**src/rtl/core/segscan_pkg.sv**
```systemverilog
`timescale 1ns / 1ps
`default_nettype none
// ----------------------------------------------------------------------------
// Seven-segment scan serializer package
// Shared types, codes and lookup tables for the scan serializer.
// ----------------------------------------------------------------------------
package segscan_pkg;

  // request kind, carried in s_tuser
  typedef enum logic {
    KIND_SCAN  = 1'b0,
    KIND_WRITE = 1'b1
  } kind_t;

  // display groups that take a number
  localparam logic [1:0] GROUP_LOW  = 2'd1;   // positions 0..2
  localparam logic [1:0] GROUP_HIGH = 2'd2;   // positions 3..5

  localparam int unsigned STORE_SLOTS = 8;
  localparam int unsigned SLOT_W      = 4;    // wide enough for 16 scan positions
  localparam int unsigned FRAME_BITS  = 16;

  localparam logic [6:0] ASCII_ZERO_HI = 7'h30;
  localparam logic [6:0] ASCII_SPACE   = 7'h20;
  localparam logic [6:0] ASCII_BLANK   = 7'h00;

  typedef logic [6:0] char_t;

  typedef struct packed {
    logic [3:0] hundreds;
    logic [3:0] tens;
    logic [3:0] units;
  } digits_t;

  // one-hot cathode drive per scan position; positions 8 and up drive none
  function automatic logic [7:0] cathode_code(input logic [SLOT_W-1:0] slot);
    logic [7:0] code;
    case (slot)
      4'd0:    code = 8'h04;
      4'd1:    code = 8'h02;
      4'd2:    code = 8'h01;
      4'd3:    code = 8'h08;
      4'd4:    code = 8'h20;
      4'd5:    code = 8'h40;
      4'd6:    code = 8'h80;
      4'd7:    code = 8'h10;
      default: code = 8'h00;
    endcase
    return code;
  endfunction

  // segment pattern per character; characters without a glyph show blank
  function automatic logic [7:0] glyph(input char_t ch);
    logic [7:0] seg;
    case (ch)
      7'h2D:   seg = 8'h02;
      7'h2F:   seg = 8'h4A;
      7'h30:   seg = 8'hFC;
      7'h31:   seg = 8'h60;
      7'h32:   seg = 8'hDA;
      7'h33:   seg = 8'hF2;
      7'h34:   seg = 8'h66;
      7'h35:   seg = 8'hB6;
      7'h36:   seg = 8'hBE;
      7'h37:   seg = 8'hE0;
      7'h38:   seg = 8'hFE;
      7'h39:   seg = 8'hF6;
      7'h41:   seg = 8'hEE;
      7'h43:   seg = 8'h9C;
      7'h45:   seg = 8'h9E;
      7'h46:   seg = 8'h8E;
      7'h48:   seg = 8'h6E;
      7'h49:   seg = 8'h60;
      7'h4A:   seg = 8'h70;
      7'h4C:   seg = 8'h1C;
      7'h4F:   seg = 8'hFC;
      7'h50:   seg = 8'hCE;
      7'h53:   seg = 8'hB6;
      7'h55:   seg = 8'h7C;
      7'h62:   seg = 8'h3E;
      7'h63:   seg = 8'h1A;
      7'h64:   seg = 8'h7A;
      7'h67:   seg = 8'hF6;
      7'h68:   seg = 8'h2E;
      7'h69:   seg = 8'h20;
      7'h6A:   seg = 8'h70;
      7'h6B:   seg = 8'h1E;
      7'h6E:   seg = 8'h2A;
      7'h6F:   seg = 8'h3A;
      7'h72:   seg = 8'h0A;
      7'h74:   seg = 8'h1E;
      7'h75:   seg = 8'h38;
      7'h79:   seg = 8'h76;
      default: seg = 8'h00;
    endcase
    return seg;
  endfunction

  function automatic logic [7:0] bit_reverse(input logic [7:0] b);
    logic [7:0] r;
    for (int i = 0; i < 8; i++) begin
      r[i] = b[7-i];
    end
    return r;
  endfunction

endpackage
`default_nettype wire

```
**src/rtl/core/segscan_digits.sv**
```systemverilog
`timescale 1ns / 1ps
`default_nettype none
// ----------------------------------------------------------------------------
// Decimal digit split
// Units, tens and hundreds digits of a 16-bit value, by reciprocal multiply.
// ----------------------------------------------------------------------------
module segscan_digits (
  input  wire logic [15:0]          value,
  output segscan_pkg::digits_t      digits
);

  // ceil(2^k / d), exact floor quotient for every 16-bit value
  localparam logic [32:0] RECIP_10   = 33'd104858;   // k = 20
  localparam logic [32:0] RECIP_100  = 33'd83887;    // k = 23
  localparam logic [32:0] RECIP_1000 = 33'd67109;    // k = 26

  logic [32:0] prod_10;
  logic [32:0] prod_100;
  logic [32:0] prod_1000;
  logic [12:0] q10;
  logic [9:0]  q100;
  logic [6:0]  q1000;

  assign prod_10   = 33'(value) * RECIP_10;
  assign prod_100  = 33'(value) * RECIP_100;
  assign prod_1000 = 33'(value) * RECIP_1000;

  assign q10   = prod_10[32:20];
  assign q100  = prod_100[32:23];
  assign q1000 = prod_1000[32:26];

  // each remainder is below ten, so the low four bits are exact
  assign digits.units    = 4'(value - 16'(q10) * 16'd10);
  assign digits.tens     = 4'(q10 - 13'(q100) * 13'd10);
  assign digits.hundreds = 4'(q100 - 10'(q1000) * 10'd10);

endmodule
`default_nettype wire

```
**src/rtl/core/seven_segment_scan_serializer.sv**
```systemverilog
`timescale 1ns / 1ps
`default_nettype none
// ----------------------------------------------------------------------------
// Seven-segment scan serializer
// Character buffer for a multiplexed display, number writes and scan frames.
// ----------------------------------------------------------------------------
//  channel  dir  tdata                                     tuser  tlast
//  s_*      in   value, digit_count, display_group         kind   -
//  m_*      out  serial_bit                                -      strobe_after
//
//  A request is held in the input register. A number write then updates the
//  buffer and gives no output. A scan tick loads a 16-bit frame that leaves
//  one bit per accepted output cycle; the next frame loads in the cycle the
//  last bit is taken, if a scan request is waiting. Output stalls hold the
//  frame and, once the input register holds a scan request, s_tready.
//  Reset blanks the buffer and returns the scan to position 0.
// ----------------------------------------------------------------------------
module seven_segment_scan_serializer #(
  parameter int unsigned SCAN_POSITIONS = 8
) (
  input  wire logic        clk,
  input  wire logic        rst,
  input  wire logic        s_tvalid,
  output logic             s_tready,
  input  wire logic [23:0] s_tdata,   // value[15:0], digit_count[17:16], display_group[19:18]
  input  wire logic [0:0]  s_tuser,   // kind[0]
  output logic             m_tvalid,
  input  wire logic        m_tready,
  output logic [7:0]       m_tdata,   // serial_bit[0]
  output logic             m_tlast
);

  localparam int unsigned POS_W = (SCAN_POSITIONS > 1) ? $clog2(SCAN_POSITIONS) : 1;
  localparam int unsigned CNT_W = $clog2(segscan_pkg::FRAME_BITS);

  // input register
  logic                       in_valid;
  segscan_pkg::kind_t         in_kind;
  logic [15:0]                in_value;
  logic [1:0]                 in_count;
  logic [1:0]                 in_group;

  // frame shifter
  logic                       active;
  logic [segscan_pkg::FRAME_BITS-1:0] frame;
  logic [CNT_W-1:0]           bit_cnt;

  logic [POS_W-1:0]           pos;
  logic [POS_W-1:0]           pos_next;
  segscan_pkg::char_t         store [segscan_pkg::STORE_SLOTS];

  logic                       last_taken;
  logic                       load_ok;
  logic                       load;
  logic                       consume;
  logic                       write_en;
  segscan_pkg::digits_t       digits;
  segscan_pkg::char_t         ch_units;
  segscan_pkg::char_t         ch_tens;
  segscan_pkg::char_t         ch_hundreds;
  logic [segscan_pkg::SLOT_W-1:0] slot;
  segscan_pkg::char_t         scan_char;
  logic [segscan_pkg::FRAME_BITS-1:0] frame_next;

  assign last_taken = active && m_tready && (bit_cnt == CNT_W'(segscan_pkg::FRAME_BITS - 1));
  assign load_ok    = !active || last_taken;
  assign load       = in_valid && (in_kind == segscan_pkg::KIND_SCAN) && load_ok;
  assign write_en   = in_valid && (in_kind == segscan_pkg::KIND_WRITE);
  assign consume    = load || write_en;
  assign s_tready   = !in_valid || consume;

  always_ff @(posedge clk) begin
    if (rst) begin
      in_valid <= 1'b0;
    end else if (s_tvalid && s_tready) begin
      in_valid <= 1'b1;
    end else if (consume) begin
      in_valid <= 1'b0;
    end
  end

  always_ff @(posedge clk) begin
    if (s_tvalid && s_tready) begin
      in_kind  <= segscan_pkg::kind_t'(s_tuser[0]);
      in_value <= s_tdata[15:0];
      in_count <= s_tdata[17:16];
      in_group <= s_tdata[19:18];
    end
  end

  segscan_digits u_digits (
    .value  (in_value),
    .digits (digits)
  );

  // right-aligned; digits beyond the count become spaces
  always_comb begin
    ch_units    = (in_count != 2'd0) ? (segscan_pkg::ASCII_ZERO_HI | 7'(digits.units))
                                     : segscan_pkg::ASCII_SPACE;
    ch_tens     = in_count[1] ? (segscan_pkg::ASCII_ZERO_HI | 7'(digits.tens))
                              : segscan_pkg::ASCII_SPACE;
    ch_hundreds = (in_count == 2'd3) ? (segscan_pkg::ASCII_ZERO_HI | 7'(digits.hundreds))
                                     : segscan_pkg::ASCII_SPACE;
  end

  always_ff @(posedge clk) begin
    if (rst) begin
      for (int i = 0; i < segscan_pkg::STORE_SLOTS; i++) begin
        store[i] <= segscan_pkg::ASCII_BLANK;
      end
    end else if (write_en) begin
      case (in_group)
        segscan_pkg::GROUP_LOW: begin
          store[0] <= ch_hundreds;
          store[1] <= ch_tens;
          store[2] <= ch_units;
        end
        segscan_pkg::GROUP_HIGH: begin
          store[3] <= ch_hundreds;
          store[4] <= ch_tens;
          store[5] <= ch_units;
        end
        default: begin
        end
      endcase
    end
  end

  // positions past the buffer read blank and drive no cathode
  always_comb begin
    slot       = segscan_pkg::SLOT_W'(pos);
    scan_char  = slot[3] ? segscan_pkg::ASCII_BLANK : store[slot[2:0]];
    frame_next = {segscan_pkg::cathode_code(slot),
                  segscan_pkg::bit_reverse(segscan_pkg::glyph(scan_char))};
    pos_next   = (pos == POS_W'(SCAN_POSITIONS - 1)) ? '0 : pos + POS_W'(1);
  end

  always_ff @(posedge clk) begin
    if (rst) begin
      pos <= '0;
    end else if (load) begin
      pos <= pos_next;
    end
  end

  always_ff @(posedge clk) begin
    if (rst) begin
      active  <= 1'b0;
      bit_cnt <= '0;
    end else if (load) begin
      active  <= 1'b1;
      bit_cnt <= '0;
    end else if (active && m_tready) begin
      active  <= !last_taken;
      bit_cnt <= bit_cnt + CNT_W'(1);
    end
  end

  always_ff @(posedge clk) begin
    if (load) begin
      frame <= frame_next;
    end else if (active && m_tready) begin
      frame <= {frame[segscan_pkg::FRAME_BITS-2:0], 1'b0};
    end
  end

  assign m_tvalid = active;
  assign m_tdata  = {7'd0, frame[segscan_pkg::FRAME_BITS-1]};
  assign m_tlast  = (bit_cnt == CNT_W'(segscan_pkg::FRAME_BITS - 1));

  // a loaded frame is presented next cycle from its first bit
  a_load_starts: assert property (@(posedge clk) disable iff (rst)
    load |=> (m_tvalid && bit_cnt == '0))
    else $error("frame load did not start a fresh frame");

  // a stalled frame keeps its bit position
  a_stall_holds: assert property (@(posedge clk) disable iff (rst)
    (m_tvalid && !m_tready) |=> $stable(bit_cnt) && $stable(frame))
    else $error("frame moved while output stalled");

  // after the strobe bit the output goes idle unless a scan was waiting
  a_frame_ends: assert property (@(posedge clk) disable iff (rst)
    (last_taken && !load) |=> !m_tvalid)
    else $error("output stayed valid past the strobe bit");

  // scan position moves only with a scan, and wraps at the last position
  a_pos_step: assert property (@(posedge clk) disable iff (rst)
    !load |=> $stable(pos))
    else $error("scan position moved without a scan");

  // number writes never reach the two top buffer slots
  a_top_slots: assert property (@(posedge clk) disable iff (rst)
    write_en |=> (store[6] == segscan_pkg::ASCII_BLANK && store[7] == segscan_pkg::ASCII_BLANK))
    else $error("number write reached an unused slot");

endmodule
`default_nettype wire
```
**config.mk**
```make
export PLATFORM = sky130hd
export DESIGN_NAME = seven_segment_scan_serializer
export DESIGN_NICKNAME = d
export VERILOG_FILES = /design/src/rtl/core/segscan_pkg.sv /design/src/rtl/core/segscan_digits.sv /design/src/rtl/core/seven_segment_scan_serializer.sv
export SDC_FILE = /design/constraint.sdc
export NUM_CORES = 1
export LEC_CHECK = 0
export BUFFER_PORTS_ARGS = -buffer_cell sky130_fd_sc_hd__buf_2
export CAP_MARGIN = 15
export CORE_MARGIN = 4
export CORE_UTILIZATION = 25
export CTS_BUF_LIST = sky130_fd_sc_hd__clkbuf_8
export DETAILED_ROUTE_END_ITERATION = 6
export HOLD_SLACK_MARGIN = 0.03
export PLACE_DENSITY_LB_ADDON = 0.12
export SLEW_MARGIN = 15
export SYNTH_ARGS = -nofsm -noshare
export SYNTH_HDL_FRONTEND = slang
export SYNTH_HIERARCHICAL = 1
export SYNTH_SLANG_ARGS = --single-unit
```
**constraint.sdc**
```tcl
create_clock -name clk -period 9.8 [get_ports clk]
set_input_delay 0.98 -clock clk [delete_from_list [all_inputs] [get_ports clk]]
set_output_delay 0.98 -clock clk [all_outputs]
set_load 0.01 [all_outputs]
```
==> results of run 1 <==
-- worst paths after layout --
path | cells after the start | to | slack (ns) | from
worst max register to register | 29 | store[0][3] | 1.51 | in_value[4]
worst max-delay path | 29 | store[0][3] | 1.51 | in_value[4]
worst min register to register | 2 | store[1][5] | 0.47 | store[1][5]
worst min-delay path | 2 | store[1][5] | 0.47 | store[1][5]
-- registers in the layout, summed over array words and instances (netlist names), 2 cells and up, named ones only --
| register | count |
|---|---|
| pos | 3 |
| bit_cnt | 4 |
| frame_next | 8 |
| frame | 16 |
| in_count | 2 |
| store | 33 |
| in_value | 16 |
| in_group | 2 |
-- cell families after synthesis --
logic type	count (synthesis)	synth area share (%)
and+or+nand+nor	166	6.16
AOI/OAI and AO/OA	89	4.65
DFF	90	17.9
other	1	0.0270
muxes	23	1.67
buffers and inverters	377	10.6
adders and majority gates	501	56.3
xor gates and xnor gates	42	2.70
-- power by group --
part	switching (mW)	leakage, nW	internal [mW]	total [mW]
Clock	0.157	0.0947	0.0990	0.256
Sequential	0.0210	0.856	0.434	0.455
Combinational	2.46	6.66	1.96	4.42
Total	2.64	7.61	2.49	5.13
-- metrics by stage --
stage / std cells / total power, mW
3_3_place_gp: 2074 / 5.02
3_5_place_dp: 2074 / 5.02
2_1_floorplan: 1295 / 3.78
5_1_grt: 2090 / 5.94
4_1_cts: 2090 / 5.33
6_report: 2090 / 5.13
-- worst max-delay path: cells and delay by family (launching register included) --
kind	cells	cell delay, ns
AO/OA/AOI/OAI	5	1.07
XOR/XNOR	7	1.30
adder cells (fa/ha/maj)	9	4.24
buffers and inverters	5	0.32
flip-flops	1	0.72
AND/OR/NAND/NOR	3	0.36
-- final cells by class --
type | count | area share, %
Sequential cell | 90 | 16.3
Tap cell | 748 | 6.15
Clock buffer | 9 | 0.815
Multi-Input combinational cell | 828 | 65.5
Timing Repair Buffer | 49 | 1.96
Inverter | 359 | 8.86
Clock inverter | 7 | 0.428
-- cell usage after synthesis, types with 3 or more instances --
| cell | n |
|---|---|
| a31oi_1 | 4 |
| nor4_1 | 5 |
| fa_1 | 206 |
| and2_1 | 22 |
| nand3_1 | 7 |
| nor3_1 | 10 |
| o21a_1 | 6 |
| and3_1 | 11 |
| ha_1 | 295 |
| and4_1 | 3 |
| o21ai_0 | 14 |
| buf_6 | 3 |
| a21oi_1 | 20 |
| dfxtp_1 | 22 |
| a211oi_1 | 7 |
| a22o_1 | 3 |
| nand4_1 | 8 |
| a21o_1 | 4 |
| nand2_1 | 43 |
| edfxtp_1 | 68 |
| xnor2_1 | 34 |
| o211ai_1 | 5 |
| o22ai_1 | 4 |
| inv_1 | 359 |
| o21bai_1 | 3 |
| buf_4 | 9 |
| clkbuf_1 | 5 |
| nand2b_1 | 6 |
| xor2_1 | 7 |
| nor2_1 | 36 |
| mux2i_1 | 22 |
| nor3_2 | 3 |
-- routing by layer --
metal	GRT usage [%]	up-vias	routed length, um
met5	0	-	0
met4	3.66	0	983
met3	0.759	34	653
li1	-	4191	-
met2	22.8	83	18200
met1	17.9	4281	17700
==> results.cfg, run 1 <==
[layout]
area_delta_synth_final_pct = 9.56
multi_input_area_um2 = 9950
final_util_pct = 27.7
antenna_cells = 0
regArea_um2 = 2480
nNetsFinal = 1867
nFillCells = 5783
stdcell_area_um2 = 15200
mostFrequentLayoutCells = inv_1 (359), ha_1 (295), fa_1 (206)
final_common_cell = inv_1
layout-drive-gt1-share_pct = 6.33

[pwr]
p_leak_nw = 7.61
p_per_area_nw_per_um2 = 338
ir_drop_uv = 391

[detailed_routing]
wl_per_cell_um = 18.0
vias_per_cell = 4.11
dr.first_iter.drc_count = 253
antenna_left = 0
drc = 0
first_pass_iters = 4
totalWireLength_um = 37600
vias = 8589

[timing]
setup_ws_ns = 1.51
finalSetupTns_ns = 0
setup_viol = 0
whs_ns = 0.468
tightestPinTransition_ns = 1.07
finalMaxSlewViolations = 0
slew_headroom_pct = 28.8
min_period_ns = 8.29
rsz0062_at_grt = false
timing.fmax_mhz = 121
hold_viol_final = 0
min_period_over_period_pct = 84.6
finClkSkew_ns = 0.0214

[clocking]
clock_latency_ns = 0.39
holdBufCountCts = 0
cts-resized-gates = 0
tritoncts = done
cts_setup_buffers = 0
cts_inserted_buffers = 9
numClockSinks = 90
htreeDepth = 3
clk_pin_slew_worst_paths_ns = 0.12
clockBufferDepth = 2
root_buffer = clkbuf_8

[floorplanning]
die_height_um = 244
row_count = 86
start_util_pct = 25.2
die-area_um2 = 59400
die_x_um = 244
core_area_um2 = 55000
boundaryPins = 40

[place]
numPortBuffers = 28
gp_congestion = 0.818
dp_hpwl_um = 32500
dpl_worst_slack_ns = 1.36
placed_area_um2 = 15000

[logic_synthesis]
netlist.area_leader.share_pct = 29.7
syn_avg_cell_area_um2 = 10.8
yosysWarnings = 6
synth-seq-cells = 90
yosysTopAreaCell = fa_1
synth_ff_type = edfxtp_1
syn_inst = 1289
syn_area_um2 = 13900
synthArstFlopShare_pct = 0
ys_types = 61
synth_edf_count = 68
ys_seq_area_share_pct = 17.9
yosys-top-cells-area = fa_1 (30%), ha_1 (27%), edfxtp_1 (15%)

[job]
maxCapViolCount = 0

[setup_path]
crit_type = flop to flop
crit_path_end_kind = flop
worstPathRequired_ns = 9.93
cp_common_cell = fa_1
start_kind = flop
cpPeakStageDelay_ns = 0.76
cp_slowest_cell = fa_1
crit_fanout = 9
cp.arrival_ns = 8.43

[grt]
grt_max_degree = 27
grt_remaining_overflow = 0
grt_usage_pct = 13.2
grt_pass1_vias = 9668
grt_pass1_wl_um = 58800
antenna_found_initial = 1

[worst_hold_path]
hold_class = flop to flop

[run_status]
status = completed
(Power assumes the default switching activity.)
==> inputs of run 2 (changes only) <==
ABC_AREA = 1   (was unset)
clock period = 7.2 ns   (was 9.8 ns; I/O delays follow)
==> run 2 against run 1 <==
Final area rose by 16%. Via count rose by 30%. Core utilization rose by 1.5 points. Area after synthesis rose by 10%. Setup slack got worse by 1.2 ns. Synthesized cell count rose by 37%. Non-clock buffer count rose by 89. Die area rose by 10%. Maximum frequency rose by 21%. First-iteration DRC count rose by 120%. Wire length rose by 17%. Clock-buffer cell count rose by 1.
==> results.cfg, run 2 <==
[run_status]
status = completed

[floorplanning]
die-area_um2 = 65400
row_count = 90
core_area_um2 = 60600
start_util_pct = 25.3
die_x_um = 256
die_height_um = 256
boundaryPins = 40

[place]
placed_area_um2 = 17000
dp_hpwl_um = 38600
numPortBuffers = 28
gp_congestion = 0.834

[layout]
multi_input_area_um2 = 11200
final_common_cell = inv_1
nNetsFinal = 2434
stdcell_area_um2 = 17700
mostFrequentLayoutCells = inv_1 (470), nand2_1 (308), ha_1 (275)
layout-drive-gt1-share_pct = 13.3
reg_top3 = store: 33 flops, frame: 16 flops, in_value: 16 flops
nFillCells = 6554
area_delta_synth_final_pct = 15.3
largest_register_ffs = 33
top_register = store
regArea_um2 = 2480

[detailed_routing]
totalWireLength_um = 43900
vias_per_cell = 4.16
drc = 0
vias = 11200
dr.first_iter.drc_count = 551
first_pass_iters = 5
wl_per_cell_um = 16.3
antenna_left = 0

[logic_synthesis]
syn_inst = 1767
netlist.area_leader.share_pct = 26.9
syn_avg_cell_area_um2 = 8.68
yosysTopAreaCell = fa_1
syn_area_um2 = 15300
synth_edf_count = 68
synth_ff_type = edfxtp_1
ys_types = 47
yosys-top-cells-count = inv_1 (481), nand2_1 (312), ha_1 (295), fa_1 (206), nor2_1 (125)
ys_seq_area_share_pct = 16.2
yosys-top-cells-area = fa_1 (27%), ha_1 (24%), edfxtp_1 (13%)
synth-seq-cells = 90
yosysWarnings = 6
synthArstFlopShare_pct = 0
yosysMostFrequentCell = inv_1

[setup_path]
worstPathRequired_ns = 7.35
crit_type = flop to flop
crit_fanout = 3
crit_path_end_kind = flop
start_kind = flop
cp_slowest_cell = fa_2
r2r_start = in_value[6]
cpPeakStageDelay_ns = 0.62
crit_start = in_value[6]
cp_common_cell = inv_2
cp.arrival_ns = 7.04

[clocking]
clockBufferDepth = 2
numClockSinks = 90
root_buffer = clkbuf_8
tritoncts = done
htreeDepth = 3
clk_pin_slew_worst_paths_ns = 0.12
clock_latency_ns = 0.42
cts_inserted_buffers = 9

[timing]
slew_headroom_pct = 29.0
setup_viol = 0
timing.fmax_mhz = 145
min_period_ns = 6.88
finalMaxSlewViolations = 0
hold_viol_final = 0
finClkSkew_ns = 0.0278
tightestPinTransition_ns = 1.06
min_period_over_period_pct = 95.6

[grt]
grt_remaining_overflow = 0
grt_max_degree = 22
grt_usage_pct = 13.7
antenna_found_initial = 0
grt_pass1_vias = 11600
grt_pass1_wl_um = 68800

[worst_hold_path]
hold_start = s_tdata[0]
hold_class = input port to flop

[job]
maxCapViolCount = 0
-- run 2: changes by cell type after synthesis, moves of 6 or more --
| cell | change |
|---|---|
| and3_1 | -11 |
| inv_1 | +122 |
| nand2b_1 | -6 |
| nand2_2 | +10 |
| a211oi_1 | -6 |
| xnor2_1 | -26 |
| nand3_1 | +61 |
| o21ai_0 | +8 |
| nor2_1 | +89 |
| mux2i_1 | -22 |
| a21oi_1 | +33 |
| and2_1 | -22 |
| nand2_1 | +269 |
-- run 2: layer usage --
metal / vias up / track usage, % / wire length [um]
li1: 5654 / - / -
met3: 18 / 1.41 / 1020
met5: - / 0 / 0
met4: 0 / 2.21 / 488
met2: 131 / 21.7 / 19800
met1: 5395 / 20.5 / 22600
-- run 2: timing repair --
item                       in CTS  in global routing
pin swaps                       0                 51
setup endpoints to repair       2                  4
buffers inserted                2                 15
resized for setup               3                 69
hold buffers                    0                  0
-- run 2: kinds of logic (layout without fill, tap and decap cells) --
group	count (synthesis)	after routing	synth area share (%)
flip-flops	90	90	16.2
buffers and inverters	507	643	12.9
AND/OR/NAND/NOR	556	556	15.4
other	1	8	0.0245
adder cells (fa/ha/maj)	501	501	51.0
AO/OA/AOI/OAI	96	96	3.54
XOR/XNOR	16	16	0.914
-- run 2: worst paths after layout --
path | to | slack [ns] | depth (start not counted)
max reg2reg | store[0][3] | 0.32 | 33
min reg2reg | store[1][5] | 0.47 | 2
min | in_value[0] | 0.47 | 1
max | store[0][3] | 0.32 | 33
-- run 2: layout make-up --
| type | instances | area share [%] |
|---|---|---|
| diodes | 1 | 0.0141 |
| clock buffers | 10 | 0.778 |
| clock inverters | 6 | 0.389 |
| inverters | 489 | 10.4 |
| multi-input cells | 1176 | 63.2 |
| flip-flops and latches | 90 | 14.0 |
| well taps | 782 | 5.53 |
| repair buffers | 138 | 5.68 |
-- run 2: stage by stage --
| stage | hold slack (ns) | setup slack, ns | utilization, % | setup TNS (ns) | std cells |
|---|---|---|---|---|---|
| after floorplan | 0.436 | 0.437 | - | 0 | 1773 |
| after global placement | 0.452 | -0.0477 | 28.1 | -0.0947 | 2658 |
| after detailed placement | 0.461 | 0.00879 | 28.1 | 0 | 2658 |
| after CTS | 0.428 | 0.0338 | 28.5 | 0 | 2676 |
| after global routing | 0.434 | -0.0387 | 29.2 | -0.0726 | 2691 |
| final | 0.468 | 0.318 | 29.2 | 0 | 2692 |
-- run 2: critical path, delay by kind of cell (launching register included) --
family,cells,cell delay (ns)
XOR/XNOR,2,0.40
flip-flops,1,0.52
adder cells (fa/ha/maj),9,3.96
AO/OA/AOI/OAI,2,0.30
buffers and inverters,8,0.37
AND/OR/NAND/NOR,12,1.07
Power of run 2 is left out: the tool's default activity adds up to more than one toggle a clock period on the data nets, which glitch-free logic cannot reach.
